File: src/rtl/dxt_pkg.sv
// Shared types, constants and arithmetic helpers for the DXT1/DXT3 block decoder.
// No dependencies.
package dxt_pkg;

    localparam int BLOCK_W      = 64;
    localparam int S_TDATA_W    = 128;
    localparam int M_TDATA_W    = 40;
    localparam int APB_ADDR_W   = 3;
    localparam int APB_DATA_W   = 32;
    localparam int PIX_CNT_W    = 4;

    localparam logic [PIX_CNT_W-1:0] LAST_PIX = 4'd15;
    localparam logic                 REG_ALPHA_MODE = 1'b0;   // register index 0
    localparam logic [7:0]           ALPHA_OPAQUE = 8'hFF;

    localparam logic [1:0] CODE_C0    = 2'd0;
    localparam logic [1:0] CODE_C1    = 2'd1;
    localparam logic [1:0] CODE_MIX_A = 2'd2;
    localparam logic [1:0] CODE_MIX_B = 2'd3;

    typedef struct packed {
        logic [1:0] col;
        logic [1:0] row;
        logic       last;
        logic [7:0] alpha;
    } pix_ctl_t;

    // v*255/31 truncated: 8v + floor(7v/31)
    function automatic logic [7:0] expand5(input logic [4:0] v);
        logic [2:0] f;
        f = 3'(v >= 5'd5) + 3'(v >= 5'd9) + 3'(v >= 5'd14) + 3'(v >= 5'd18)
          + 3'(v >= 5'd23) + 3'(v >= 5'd27) + 3'(v >= 5'd31);
        return {v, 3'b000} + {5'b0, f};
    endfunction

    // v*255/63 truncated: 4v + floor(v/21)
    function automatic logic [7:0] expand6(input logic [5:0] v);
        logic [1:0] f;
        f = 2'(v >= 6'd21) + 2'(v >= 6'd42) + 2'(v >= 6'd63);
        return {v, 2'b00} + {6'b0, f};
    endfunction

    // weight of the second endpoint, in thirds
    function automatic logic [1:0] weight_b(input logic [1:0] code);
        logic [1:0] w;
        unique case (code)
            CODE_C0:    w = 2'd0;
            CODE_C1:    w = 2'd3;
            CODE_MIX_A: w = 2'd1;
            CODE_MIX_B: w = 2'd2;
            default:    w = 2'd0;
        endcase
        return w;
    endfunction

    // floor(x/3) for x <= 765 by reciprocal multiply
    function automatic logic [7:0] div3(input logic [9:0] x);
        logic [19:0] p;
        p = 20'(x) * 20'd683;
        return p[18:11];
    endfunction

endpackage

File: src/rtl/dxt1_dxt3_block_decoder.sv
// Top level of the DXT1/DXT3 block decoder: block buffer, pixel sequencer, pipeline, APB.
// Depends on dxt_pkg and dxt_blend_chan.
//
// Usage:
//   s_axis takes one request per compressed 4x4 block: tdata[63:0] color block,
//   tdata[127:64] explicit alpha block (used only when alpha_mode is 1).
//   m_axis gives the 16 pixels in row-major order, tlast on the sixteenth.
//   APB register 0 (address 0): alpha_mode, bit 0. Write it only while idle.
// Timing:
//   A block is held in one buffer and walked by a 4-bit pixel counter, one pixel per
//   cycle while the output is not stalled, into four register stages (select/expand,
//   weight, divide, sum). The next block is taken in the cycle the sixteenth pixel of
//   the current one leaves the buffer, so blocks run gap-free.
// Reset:
//   rst_n clears the buffer valid flag, the pixel counter, all stage valid bits and alpha_mode.
// Stall:
//   While m_axis_tready is low and a pixel is shown, the whole pipeline and the
//   sequencer hold; nothing is dropped or repeated.
module dxt1_dxt3_block_decoder (
    input  logic                            clk,
    input  logic                            rst_n,
    input  logic                            psel,
    input  logic                            penable,
    input  logic                            pwrite,
    input  logic [dxt_pkg::APB_ADDR_W-1:0]  paddr,
    input  logic [dxt_pkg::APB_DATA_W-1:0]  pwdata,
    output logic [dxt_pkg::APB_DATA_W-1:0]  prdata,
    output logic                            pready,
    input  logic                            s_axis_tvalid,
    output logic                            s_axis_tready,
    // [63:0] color_block, [127:64] alpha_block
    input  logic [dxt_pkg::S_TDATA_W-1:0]   s_axis_tdata,
    output logic                            m_axis_tvalid,
    input  logic                            m_axis_tready,
    // [1:0] pixel_col, [3:2] pixel_row, [11:4] red, [19:12] green, [27:20] blue,
    // [35:28] alpha, [39:36] zero
    output logic [dxt_pkg::M_TDATA_W-1:0]   m_axis_tdata,
    output logic                            m_axis_tlast
);
    import dxt_pkg::*;

    logic                 alpha_mode_reg;
    logic                 blk_valid_reg;
    logic [BLOCK_W-1:0]   color_reg, alpha_blk_reg;
    logic [PIX_CNT_W-1:0] cnt_reg;
    logic                 v1_reg, v2_reg, v3_reg, v4_reg;
    pix_ctl_t             ctl1_reg, ctl2_reg, ctl3_reg, ctl4_reg, ctl_next;
    logic [1:0]           code1_reg, code_next;
    logic [7:0]           r0_reg, g0_reg, b0_reg, r1_reg, g1_reg, b1_reg;
    logic [7:0]           red, green, blue;
    logic [15:0]          e0, e1;
    logic [3:0]           nib;
    logic                 en, adv, s_acc, cfg_wr;

    // configuration
    assign pready = 1'b1;
    assign cfg_wr = psel && penable && pwrite && pready;
    assign prdata = (paddr[2] == REG_ALPHA_MODE) ? {{(APB_DATA_W-1){1'b0}}, alpha_mode_reg}
                                                 : '0;

    always_ff @(posedge clk or negedge rst_n)
    begin
        if (!rst_n)
            alpha_mode_reg <= 1'b0;
        else if (cfg_wr && paddr[2] == REG_ALPHA_MODE)
            alpha_mode_reg <= pwdata[0];
    end

    // block buffer and pixel sequencer
    assign en            = !v4_reg || m_axis_tready;
    assign adv           = blk_valid_reg && en;
    assign s_axis_tready = !blk_valid_reg || (adv && cnt_reg == LAST_PIX);
    assign s_acc         = s_axis_tvalid && s_axis_tready;

    always_ff @(posedge clk or negedge rst_n)
    begin
        if (!rst_n)
        begin
            blk_valid_reg <= 1'b0;
            cnt_reg       <= '0;
        end
        else
        begin
            if (s_acc)
            begin
                blk_valid_reg <= 1'b1;
                cnt_reg       <= '0;
            end
            else if (adv)
            begin
                cnt_reg <= cnt_reg + 1'b1;
                if (cnt_reg == LAST_PIX)
                    blk_valid_reg <= 1'b0;
            end
        end
    end

    always_ff @(posedge clk)
    begin
        if (s_acc)
        begin
            color_reg     <= s_axis_tdata[BLOCK_W-1:0];
            alpha_blk_reg <= s_axis_tdata[S_TDATA_W-1:BLOCK_W];
        end
    end

    // stage 1: pixel select and endpoint expansion
    always_comb
    begin
        e0        = color_reg[15:0];
        e1        = color_reg[31:16];
        code_next = color_reg[32 + 2*cnt_reg +: 2];
        nib       = alpha_blk_reg[4*cnt_reg +: 4];
        ctl_next.col   = cnt_reg[1:0];
        ctl_next.row   = cnt_reg[3:2];
        ctl_next.last  = (cnt_reg == LAST_PIX);
        ctl_next.alpha = alpha_mode_reg ? {nib, 4'b0000} : ALPHA_OPAQUE;
    end

    always_ff @(posedge clk)
    begin
        if (en)
        begin
            code1_reg <= code_next;
            ctl1_reg  <= ctl_next;
            r0_reg    <= expand5(e0[15:11]);
            g0_reg    <= expand6(e0[10:5]);
            b0_reg    <= expand5(e0[4:0]);
            r1_reg    <= expand5(e1[15:11]);
            g1_reg    <= expand6(e1[10:5]);
            b1_reg    <= expand5(e1[4:0]);
            ctl2_reg  <= ctl1_reg;
            ctl3_reg  <= ctl2_reg;
            ctl4_reg  <= ctl3_reg;
        end
    end

    always_ff @(posedge clk or negedge rst_n)
    begin
        if (!rst_n)
        begin
            v1_reg <= 1'b0;
            v2_reg <= 1'b0;
            v3_reg <= 1'b0;
            v4_reg <= 1'b0;
        end
        else if (en)
        begin
            v1_reg <= blk_valid_reg;
            v2_reg <= v1_reg;
            v3_reg <= v2_reg;
            v4_reg <= v3_reg;
        end
    end

    // stages 2..4: blend per channel
    dxt_blend_chan u_red (
        .clk  (clk),
        .en   (en),
        .code (code1_reg),
        .c0   (r0_reg),
        .c1   (r1_reg),
        .y    (red)
    );

    dxt_blend_chan u_green (
        .clk  (clk),
        .en   (en),
        .code (code1_reg),
        .c0   (g0_reg),
        .c1   (g1_reg),
        .y    (green)
    );

    dxt_blend_chan u_blue (
        .clk  (clk),
        .en   (en),
        .code (code1_reg),
        .c0   (b0_reg),
        .c1   (b1_reg),
        .y    (blue)
    );

    assign m_axis_tvalid = v4_reg;
    assign m_axis_tlast  = ctl4_reg.last;
    assign m_axis_tdata  = {4'b0000, ctl4_reg.alpha, blue, green, red,
                            ctl4_reg.row, ctl4_reg.col};

    // checks
    a_take_only_free: assert property (@(posedge clk) disable iff (!rst_n)
        s_axis_tvalid && s_axis_tready |-> !blk_valid_reg || cnt_reg == LAST_PIX)
        else $error("block taken while buffer busy");

    a_take_restart: assert property (@(posedge clk) disable iff (!rst_n)
        s_axis_tvalid && s_axis_tready |=> blk_valid_reg && cnt_reg == '0)
        else $error("sequencer not restarted on new block");

    a_last_pos: assert property (@(posedge clk) disable iff (!rst_n)
        m_axis_tvalid && m_axis_tlast |-> ctl4_reg.row == 2'd3 && ctl4_reg.col == 2'd3)
        else $error("tlast on wrong pixel");

    a_stall_hold: assert property (@(posedge clk) disable iff (!rst_n)
        blk_valid_reg && !en |=> $stable(cnt_reg) && blk_valid_reg)
        else $error("sequencer moved during stall");

endmodule

File: src/rtl/dxt_blend_chan.sv
// One color channel of the blend: weight, divide by three, sum (three stages).
// Depends on dxt_pkg.
module dxt_blend_chan (
    input  logic       clk,
    input  logic       en,
    input  logic [1:0] code,
    input  logic [7:0] c0,
    input  logic [7:0] c1,
    output logic [7:0] y
);
    import dxt_pkg::*;

    logic [9:0] na_reg, nb_reg, na_next, nb_next;
    logic [7:0] qa_reg, qb_reg;
    logic [7:0] y_reg;
    logic [1:0] wb, wa;

    always_comb
    begin
        wb = weight_b(code);
        wa = 2'd3 - wb;
        na_next = 10'(c0) * 10'(wa);
        nb_next = 10'(c1) * 10'(wb);
    end

    always_ff @(posedge clk)
    begin
        if (en)
        begin
            na_reg <= na_next;
            nb_reg <= nb_next;
            qa_reg <= div3(na_reg);
            qb_reg <= div3(nb_reg);
            y_reg  <= qa_reg + qb_reg;
        end
    end

    assign y = y_reg;

endmodule

File: config.mk
export PLATFORM = sky130hd
export DESIGN_NAME = dxt1_dxt3_block_decoder
export DESIGN_NICKNAME = d
export VERILOG_FILES = /design/src/rtl/dxt_pkg.sv /design/src/rtl/dxt1_dxt3_block_decoder.sv /design/src/rtl/dxt_blend_chan.sv
export SDC_FILE = /design/constraint.sdc
export NUM_CORES = 1
export LEC_CHECK = 0
export ABC_AREA = 1
export BUFFER_PORTS_ARGS = -buffer_cell sky130_fd_sc_hd__buf_2
export CAP_MARGIN = 20
export CORE_ASPECT_RATIO = 0.8
export CORE_UTILIZATION = 35
export DETAILED_ROUTE_END_ITERATION = 12
export PLACE_DENSITY_LB_ADDON = 0.05
export SYNTH_ARGS = -nofsm -noshare
export SYNTH_HDL_FRONTEND = slang
export SYNTH_HIERARCHICAL = 1
export SYNTH_SLANG_ARGS = --single-unit
export TNS_END_PERCENT = 20
File: constraint.sdc
create_clock -name clk -period 11.4 [get_ports clk]
set_input_delay 1.14 -clock clk [delete_from_list [all_inputs] [get_ports clk]]
set_output_delay 1.14 -clock clk [all_outputs]
set_load 0.005 [all_outputs]
==> flow_summary.toml <==
[floorplanning]
ioPinCount = 246
die_w_um = 319
core_um2 = 79100
start_util_pct = 35.5
die_y_um = 255
row_count = 92
dieArea_um2 = 81500

[clock_tree]
cts_setup_buffers = 0
clk_pin_slew_ns = 0.07
htreeDepth = 2
clockBufferDepth = 3
postCtsHoldBufs = 0
clock_sinks = 360
clkLatencyLatePin_ns = 0.61
cts_buffers = 44
cts_tree = "yes"
cts_root_buf = "clkbuf_16"
cts-resized-gates = 0

[worst_setup_path]
required_ns = 11.70
r2r-start = "u_red/na_reg[6]$_DFFE_PP_"
worst_setup_path_start_kind = "flip-flop"
crit_fanout = 4
worstSetupPathType = "reg2reg"
reg2reg_slack_ns = 7.08
path_depth = 14
startpoint = "u_red/na_reg[6]$_DFFE_PP_"
critPathMaxStageDelay_ns = 0.55
cp-end-kind = "flip-flop"
reg2reg_depth = 14
crit_arrival_ns = 4.61
rr_endpoint = "u_red/qa_reg[5]$_DFFE_PP_"
slowest_stage = "fa_1"
crit_chain = "ha_1 > ha_1 > fa_1 > inv_1 > fa_1 > fa_1 > inv_1 > ha_1 > a21oi_1 > o21ai_0 > a21oi_1 > nand2_1 > nand2_1 > nand2_1"
critical_path_buf_inv_count = 2
path_delay_family = "adder cells"

[hold_path]
hold_class = "in2async"

[logic_synthesis]
ys_ff_latch = 360
yosysTopAreaCell = "edfxtp_1"
yosysTopAreaCellShare_pct = 37.4
yosys-top-cells-area = "edfxtp_1 (37%), ha_1 (19%), fa_1 (11%), nand2_1 (7.7%), inv_1 (7.4%)"
netlist_area_um2 = 28100
synth_edf_count = 350
synth.distinct_cells = 46
post_synth_inst_count = 2922
yosysSeqAreaShare_pct = 38.3
yosys_warnings = 6
async_flop_share_pct = 2.78
synthFlopType = "edfxtp_1"
synth.avg_cell_area_um2 = 9.62

[sta]
rsz0062_at_grt = "no"
skew_ns = 0.0561
setup_violations = 0
relSlewSlack_pct = 33.0
worstMarginPinSlew_ns = 1.00
fmax_mhz = 232
slew_violations = 0
hold_violations = 0
setup_tns_ns = 0
finalCritPeriodShare_pct = 37.9
fin_crit_ns = 4.32

[drt]
wl_mm = 60.7
wl_per_cell_um = 14.5
vias = 19100
ant_nets = 0
drc_errors = 0
dr.pass1.iters = 5
via_per_inst = 4.57
drtIter0Drc = 816

[final_layout]
final_common_cell = "nand2_1"
layout_common_cells = "nand2_1 (575), inv_1 (556), ha_1 (418)"
fin_nets = 3860
fin_area_um2 = 31500
drive_gt1_share_pct = 9.23
final_cell_count_no_fill = 4189
area_growth_pct = 11.9

[grt]
grt_util_all_layers_pct = 15.1
grt_pass1_wl_mm = 100
grt_max_degree = 174
grt_remaining_overflow = 0
grt_pass1_vias = 19500
grt_antenna_before_repair = 7

[placement]
gp_congestion = 0.836
portBuffers = 176
dp.cells = 4107
dp_hpwl_mm = 48.2
place_area_um2 = 30000

[run]
drv_cap = 0

[status]
status = "completed"
==> layout make-up <==
class | instances | area (um2)
Fill cell | 7844 | 47600
Multi-Input combinational cell | 1970 | 14900
Sequential cell | 360 | 10800
Inverter | 562 | 2110
Tap cell | 1034 | 1290
Clock buffer | 58 | 1180
Timing Repair Buffer | 181 | 931
Clock inverter | 23 | 236
Antenna cell | 1 | 2.50
==> per-layer routing <==
layer / part of all wire [%] / vias up / global-route usage, %
met1: 52 / 8904 / 21.9
met2: 43 / 243 / 23.1
met3: 3.9 / 75 / 2.81
met5: 0.14 / - / 0
li1: - / 9912 / -
met4: 1.5 / 14 / 3.35
==> cell usage after synthesis, types with 8 or more instances <==
cell type    n
nand2_1    576
inv_1      557
ha_1       418
edfxtp_1   350
nor2_1     209
fa_1       153
a21oi_1    152
nand3_1    144
buf_4       48
xor2_1      37
o21ai_0     36
xnor2_1     35
nand4_1     24
o21bai_1    19
a21o_1      18
o21ai_1     17
o21a_1      11
dfrtp_1     10
buf_2        9
o21ai_2      9
o211ai_1     8
o31ai_1      8
==> worst register-to-register path, cell delays in order, from the launching register on <==
cell and delay (ns):
edfxtp_1 0.51, ha_1 0.34, ha_1 0.34, fa_1 0.55, inv_1 0.05, fa_1 0.48
fa_1 0.51, inv_1 0.04, ha_1 0.33, a21oi_1 0.29, o21ai_0 0.16, a21oi_1 0.21
nand2_1 0.08, nand2_1 0.06, nand2_1 0.09
==> metrics by stage <==
step                      setup slack (ns)  utilization, %  hold slack [ns]
after floorplan                       1.37               -            0.400
after global placement                7.13            38.0            0.401
after detailed placement              7.09            38.0            0.405
after CTS                             7.09            39.8            0.365
after global routing                  6.86            39.8            0.387
final                                 7.08            39.8            0.399
==> kinds of logic after synthesis <==
family,Yosys count,synth area share (%)
xor gates and xnor gates,72,2.24
AOI/OAI and AO/OA,299,6.29
and+or+nand+nor,992,14.6
buffers and inverters,626,9.07
DFF,360,38.3
other,2,0.0267
adders and majority gates,571,29.5
==> worst max path at each step <==
stage               slack (ns)                           to
floorplan                 1.37   alpha_blk_reg[0]$_DFFE_PP_
global placement          7.13    u_red/qa_reg[5]$_DFFE_PP_
detailed placement        7.09    u_red/qa_reg[5]$_DFFE_PP_
CTS                       7.09    u_red/qa_reg[5]$_DFFE_PP_
global route              6.86  u_green/qa_reg[7]$_DFFE_PP_
finish                    7.08    u_red/qa_reg[5]$_DFFE_PP_
Power is not shown: default switching activity piles up to over one toggle a cycle in this logic, so the estimate is an artifact.
